<file path="config.mk">
export PLATFORM = sky130hd
export DESIGN_NAME = small_set_table
export DESIGN_NICKNAME = d
export VERILOG_FILES = /design/src/sv/sst_pkg.sv /design/src/sv/small_set_table.sv
export SDC_FILE = /design/constraint.sdc
export NUM_CORES = 2
export LEC_CHECK = 0
export BUFFER_PORTS_ARGS = -buffer_cell sky130_fd_sc_hd__buf_4
export CORE_ASPECT_RATIO = 0.8
export CORE_UTILIZATION = 40
export CTS_CLUSTER_DIAMETER = 60
export DETAILED_ROUTE_END_ITERATION = 6
export SETUP_SLACK_MARGIN = 0.3
export SYNTH_ARGS = -nofsm -noshare
export SYNTH_HDL_FRONTEND = slang
export SYNTH_SLANG_ARGS = --single-unit
</file>
<file path="constraint.sdc">
create_clock -name clk -period 12.8 [get_ports clk]
set_input_delay 0.64 -clock clk [delete_from_list [all_inputs] [get_ports clk]]
set_output_delay 0.64 -clock clk [all_outputs]
set_load 0.1 [all_outputs]
</file>
<file path="src/sv/sst_pkg.sv">
// Package for the small set table: sizes, widths and operation codes.
`default_nettype none
package sst_pkg;

    localparam int CAPACITY    = 128;
    localparam int IDX_W       = $clog2(CAPACITY);
    localparam int CNT_W       = $clog2(CAPACITY + 1);
    localparam int VALUE_W     = 32;
    localparam int OP_W        = 2;
    localparam int POS_W       = 8;
    localparam int OUT_FIELD_W = 1 + POS_W + POS_W + 1;
    localparam int OUT_TDATA_W = ((OUT_FIELD_W + 7) / 8) * 8;

    typedef enum logic [OP_W-1:0] {
        OP_FIND   = 2'd0,
        OP_ADD    = 2'd1,
        OP_REMOVE = 2'd2,
        OP_CLEAR  = 2'd3
    } op_t;

    typedef enum logic [5:0] {
        ST_IDLE     = 6'b000001,
        ST_SCAN_RD  = 6'b000010,
        ST_SCAN_CMP = 6'b000100,
        ST_SHIFT_RD = 6'b001000,
        ST_SHIFT_WR = 6'b010000,
        ST_DONE     = 6'b100000
    } state_t;

    localparam logic [POS_W-1:0] NO_POSITION = {POS_W{1'b1}};

endpackage
`default_nettype wire

</file>
<file path="src/sv/small_set_table.sv">
// Small set table: bounded set of distinct values with find, add, remove and clear.
// Clear goes straight to done; find and add read and compare each held entry in turn.
// Remove scans likewise, then moves each later entry down one place, reading then writing it.
// One item at a time: the scan and the compaction share one compare and one memory port.
// A result waits in the output register while the next item is taken.
// Reset clears the element count and the control state; element storage is not cleared.
`default_nettype none
module small_set_table (
    input  wire logic                          clk,
    input  wire logic                          rst_n,
    input  wire logic                          s_tvalid,
    output logic                               s_tready,
    input  wire logic [sst_pkg::VALUE_W-1:0]   s_tdata,   // [31:0] value
    input  wire logic [sst_pkg::OP_W-1:0]      s_tuser,   // [1:0] operation
    output logic                               m_tvalid,
    input  wire logic                          m_tready,
    // [0] ok, [8:1] position, [16:9] element_count, [17] full_refused, rest zero
    output logic [sst_pkg::OUT_TDATA_W-1:0]    m_tdata
);
    import sst_pkg::*;

    logic [VALUE_W-1:0] mem [CAPACITY];

    state_t             state_reg, state_next;
    op_t                op_reg, op_next;
    logic [VALUE_W-1:0] value_reg, value_next;
    logic [IDX_W-1:0]   idx_reg, idx_next;
    logic [CNT_W-1:0]   count_reg, count_next;
    logic               ok_reg, ok_next;
    logic [POS_W-1:0]   pos_reg, pos_next;
    logic               full_reg, full_next;
    logic               m_valid_reg, m_valid_next;
    logic [OUT_TDATA_W-1:0] m_data_reg, m_data_next;
    logic [VALUE_W-1:0] rd_data_reg;

    logic               wr_en;
    logic [IDX_W-1:0]   wr_addr;
    logic [VALUE_W-1:0] wr_data;
    logic [IDX_W-1:0]   rd_addr;
    logic [CNT_W-1:0]   idx_inc;

    assign idx_inc  = CNT_W'(idx_reg) + CNT_W'(1);
    assign s_tready = (state_reg == ST_IDLE);
    assign m_tvalid = m_valid_reg;
    assign m_tdata  = m_data_reg;

    always_comb
    begin
        state_next   = state_reg;
        op_next      = op_reg;
        value_next   = value_reg;
        idx_next     = idx_reg;
        count_next   = count_reg;
        ok_next      = ok_reg;
        pos_next     = pos_reg;
        full_next    = full_reg;
        m_valid_next = m_valid_reg;
        m_data_next  = m_data_reg;
        wr_en        = 1'b0;
        wr_addr      = idx_reg;
        wr_data      = rd_data_reg;
        rd_addr      = idx_reg;

        if (m_valid_reg && m_tready)
        begin
            m_valid_next = 1'b0;
        end

        case (state_reg)
            ST_IDLE:
            begin
                if (s_tvalid)
                begin
                    op_next    = op_t'(s_tuser);
                    value_next = s_tdata;
                    idx_next   = '0;
                    ok_next    = 1'b0;
                    pos_next   = NO_POSITION;
                    full_next  = 1'b0;
                    if (op_t'(s_tuser) == OP_CLEAR)
                    begin
                        count_next = '0;
                        ok_next    = 1'b1;
                        state_next = ST_DONE;
                    end
                    else if (count_reg == '0)
                    begin
                        // empty set: absent at once
                        if (op_t'(s_tuser) == OP_ADD)
                        begin
                            wr_en      = 1'b1;
                            wr_addr    = '0;
                            wr_data    = s_tdata;
                            pos_next   = '0;
                            count_next = CNT_W'(1);
                            ok_next    = 1'b1;
                        end
                        state_next = ST_DONE;
                    end
                    else
                    begin
                        state_next = ST_SCAN_RD;
                    end
                end
            end

            ST_SCAN_RD:
            begin
                state_next = ST_SCAN_CMP;
            end

            ST_SCAN_CMP:
            begin
                if (rd_data_reg == value_reg)
                begin
                    pos_next = POS_W'(idx_reg);
                    case (op_reg)
                        OP_FIND:
                        begin
                            ok_next    = 1'b1;
                            state_next = ST_DONE;
                        end
                        OP_ADD:
                        begin
                            ok_next    = 1'b0;
                            state_next = ST_DONE;
                        end
                        OP_REMOVE:
                        begin
                            ok_next    = 1'b1;
                            state_next = ST_SHIFT_RD;
                        end
                        default:
                        begin
                            state_next = ST_DONE;
                        end
                    endcase
                end
                else if (idx_inc >= count_reg)
                begin
                    // scan ran off the held entries: value absent
                    if (op_reg == OP_ADD)
                    begin
                        if (count_reg >= CNT_W'(CAPACITY))
                        begin
                            full_next = 1'b1;
                        end
                        else
                        begin
                            wr_en      = 1'b1;
                            wr_addr    = IDX_W'(count_reg);
                            wr_data    = value_reg;
                            pos_next   = POS_W'(count_reg);
                            count_next = count_reg + CNT_W'(1);
                            ok_next    = 1'b1;
                        end
                    end
                    state_next = ST_DONE;
                end
                else
                begin
                    idx_next   = IDX_W'(idx_inc);
                    state_next = ST_SCAN_RD;
                end
            end

            ST_SHIFT_RD:
            begin
                if (idx_inc < count_reg)
                begin
                    rd_addr    = IDX_W'(idx_inc);
                    state_next = ST_SHIFT_WR;
                end
                else
                begin
                    count_next = count_reg - CNT_W'(1);
                    state_next = ST_DONE;
                end
            end

            ST_SHIFT_WR:
            begin
                // move the later entry down one place
                wr_en      = 1'b1;
                wr_addr    = idx_reg;
                wr_data    = rd_data_reg;
                idx_next   = IDX_W'(idx_inc);
                state_next = ST_SHIFT_RD;
            end

            ST_DONE:
            begin
                if (!m_valid_reg || m_tready)
                begin
                    m_valid_next = 1'b1;
                    m_data_next  = OUT_TDATA_W'({full_reg, POS_W'(count_reg), pos_reg, ok_reg});
                    state_next   = ST_IDLE;
                end
            end

            default:
            begin
                state_next = ST_IDLE;
            end
        endcase
    end

    always_ff @(posedge clk)
    begin
        if (wr_en)
        begin
            mem[wr_addr] <= wr_data;
        end
        rd_data_reg <= mem[rd_addr];
    end

    always_ff @(posedge clk or negedge rst_n)
    begin
        if (!rst_n)
        begin
            state_reg   <= ST_IDLE;
            count_reg   <= '0;
            m_valid_reg <= 1'b0;
        end
        else
        begin
            state_reg   <= state_next;
            count_reg   <= count_next;
            m_valid_reg <= m_valid_next;
        end
    end

    always_ff @(posedge clk)
    begin
        op_reg     <= op_next;
        value_reg  <= value_next;
        idx_reg    <= idx_next;
        ok_reg     <= ok_next;
        pos_reg    <= pos_next;
        full_reg   <= full_next;
        m_data_reg <= m_data_next;
    end

endmodule
`default_nettype wire
</file>
==> key figures <==
Floorplan
  – Row cnt: 214
  – # IOs: 64
  – Initial Util: around 40%
  – Die H: between 500 and 600 µm
  – Core area: between 400000 and 500000 µm²
  – Chip Width: ~730 µm
  – Die area: roughly 430000 µm²

Status
  – Run status: finished, violations left
  – Failing checks: capacitance limit, slew limit

Route
  – Post-DRT Antenna Nets: 0
  – Initial drt markers: 16600
  – Via count: about 110k
  – DRT Pass-1 Iters: 6
  – Post-DR vias/cell: 6.50
  – Routed len/inst: 34.0 µm
  – # DRC: 0
  – Routed wire length: roughly 570 mm

Worst setup path
  – Worst-path fanout max: around 140
  – Critical path required time: between 10 and 15 ns
  – CP Capture Type: register
  – Crit path DAT: between 8 and 9 ns
  – Setup CP Type: register to register
  – Worst setup SP type: register

Clocking
  – Post-CTS Hold Fix Bufs: 35
  – Clock Path Buffers: 4
  – H-tree level count: 5
  – Clk_lat worst skew: ~0.95 ns
  – Sinks on Clock Net: between 4000 and 5000
  – Clock Tree Root: clkbuf_16
  – CTS resizes: 0
  – Num CTS Buffers: slightly above 400
  – Clk slew on worst S/H paths: about 0.060 ns
  – Total setup buffers inserted after CTS: 0
  – CTS tree: done

Global route
  – First-pass GRT wire length: slightly below 800 mm
  – Total global routing overflow: 0
  – Largest net degree at the start of global routing: between 200 and 250
  – GRT Resource Usage Total: 25.6%
  – Vias in the first global route: around 100k
  – Antenna violations before repair: 44

Synthesis
  – Cells after synthesis: ~11000
  – #FFs+latches synth: 4212
  – Seq/Total Area, Yosys: 74.0%
  – Mapped cell area: 170000 µm²
  – Number of synthesized flops with an enable pin: 4165
  – Fraction of registers with async set/reset: 0.356%
  – Synth Flop Type: edfxtp_1
  – Count of cell types in the netlist: 73
  – Avg Synthesized Cell Area: between 15 and 20 µm²
  – Ys Warns: 0

Timing
  – Minimum clock period: between 7 and 8 ns
  – Setup TNS: 0 ns
  – Final hold vios: 0
  – Unrepaired setup endpoints after global routing: no
  – Max Slew Vio Count: 6
  – Tcrit/Tclk final: between 60% and 70%
  – Fin worst setup slack: approximately 5.0 ns
  – Max_slew headroom: -2.32%
  – Final setup skew: approximately 0.055 ns
  – F_max: 129 MHz
  – Endpoints failing setup: 0
  – Worst-Margin Slew: approximately 1.5 ns

Cells and area
  – Area Growth Syn to Fin: 12.7%
  – Max FFs per register: about 4100
  – Layout cells sized above 1: about an eighth
  – Commonest cells after routing, fill and taps aside: edfxtp_1 (4165), a211oi_1 (1734), a21boi_0 (1604), clkbuf_16 (410), buf_4 (390)
  – Commonest non-fill, non-tap cell in the layout: edfxtp_1
  – Final #Nets: 10800

Power
  – NetSw: between 0.015 and 0.02 W
  – Switching Share: a little under two fifths
  – Maximum vdd ir drop: around 0.26 mV
  – Share of power burned in registers: between 40% and 50%
  – Leakage power: roughly 57 nW
  – Combinational power share: 32.3%
  – Pwr Total: 0.0438 W
  – Clock share of power: a little over a quarter
  – Pwr dens: between 200 and 250 nW/µm²
  – Internal power: between 0.02 and 0.03 W

Run
  – Max-cap violations: 4

Placed design
  – DP HPWL: approximately 300 mm
  – Routability cong.: about 0.9
  – Port Buf Inserts: 57
  – Post-Place Setup Slack: 5.32 ns

Min path
  – Worst hold-check path type: input pin to register
-- kinds of logic (layout without fill, tap and decap cells) --
| kind of cell | count (synthesis) | after routing | share of synthesized area [%] |
|---|---|---|---|
| AO/OA/AOI/OAI | 4481 | 4481 | 19.7 |
| flip-flops | 4212 | 4212 | 74.0 |
| other | 1 | 15 | 0.00220 |
| XOR/XNOR | 46 | 46 | 0.236 |
| buffers and inverters | 1177 | 1350 | 2.79 |
| AND/OR/NAND/NOR | 968 | 968 | 3.11 |
| adder cells (fa/ha/maj) | 16 | 16 | 0.122 |
| multiplexers | 7 | 7 | 0.0426 |
-- final cells by class --
class | instances | area [µm²]
fill | 36100 | 232000
sequential | 4212 | 126000
multi-input combinational | 5524 | 41700
clock buffer | 529 | 10900
tap | 5616 | 7030
timing repair buffer | 467 | 4070
clock inverter | 210 | 1810
inverter | 144 | 541
antenna | 9 | 22.5
-- worst paths after layout --
check / from / slack, ns / to / cells after the start
setup reg to reg: idx_reg[0] / 5.02 / rd_data_reg[16] / 17
hold / removal: s_tdata[30] / 0.02 / value_reg[30] / 1
hold reg to reg: pos_reg[1] / 0.42 / m_tdata[2] / 0
min in group asynchronous: rst_n / 0.11 / m_tvalid / 2
setup / recovery: idx_reg[0] / 5.02 / rd_data_reg[16] / 17
max in group asynchronous: rst_n / 12.43 / state_reg[0] / 2
-- critical path, cell delays in order, from the launching register on --
cell	delay (ns)
edfxtp_1	0.59
ha_1	0.31
nand3_1	0.30
nor2_1	0.25
xnor2_1	0.18
ha_1	0.30
nand2_1	0.10
o21ai_1	0.19
nand2b_2	0.42
o21ai_4	0.36
buf_4	0.75
buf_12	0.55
buf_4	0.89
a21boi_0	0.19
a211oi_1	0.45
o41ai_1	0.26
a41oi_1	1.18
a2111oi_2	0.09
-- cell usage after synthesis (12+ instances only) --
cell type	number	area, µm²
a2111oi_1	16	160
a2111oi_2	18	270
a211oi_1	1734	13000
a21boi_0	1604	12000
a21oi_1	22	110
a22oi_1	32	240
a31oi_1	67	419
a41oi_1	96	841
and3_1	260	1630
buf_1	41	154
buf_2	204	1020
buf_4	18	135
clkbuf_1	769	2890
dfrtp_1	14	350
dfxtp_1	32	641
edfxtp_1	4165	125000
ha_1	15	188
inv_1	143	537
nand2_1	111	417
nand3_1	206	1030
nand4_1	73	457
nor2_1	159	597
nor4_1	80	500
nor4bb_1	31	310
o211ai_1	127	953
o21ai_0	274	1370
o31ai_1	69	518
o41ai_1	388	3400
xnor2_1	34	298
xor2_1	12	105
-- routing by layer --
metal  track usage, %  wire length, µm
met1             36.8           229000
met2             36.9           240000
met3             6.78            73000
met4             10.2            26100
met5                0              211
-- power groups by stage --
| stage | logic [W] | registers, W | clock network [W] |
|---|---|---|---|
| finish | 0.0141 | 0.0180 | 0.0117 |
| global placement | 0.0134 | 0.0182 | 0 |
| CTS | 0.0138 | 0.0179 | 0.0118 |
| detailed placement | 0.0137 | 0.0182 | 0 |
| floorplan | 0.00719 | 0.0184 | 0 |
| global route | 0.0146 | 0.0179 | 0.0123 |
-- per-stage QoR --
| step | std cells | hold slack [ns] | utilization, % | cell area, µm² |
|---|---|---|---|---|
| 2_1_floorplan | 10900 | 0.344 | - | 170000 |
| 3_3_place_gp | 15900 | 0.413 | 42.1 | 179000 |
| 3_5_place_dp | 15900 | 0.405 | 42.2 | 179000 |
| 4_1_cts | 16700 | 0.00306 | 45.2 | 192000 |
| 5_1_grt | 16700 | 0.00264 | 45.3 | 192000 |
| 6_report | 16700 | 0.0246 | 45.3 | 192000 |
Power figures use the tool's default switching activity.
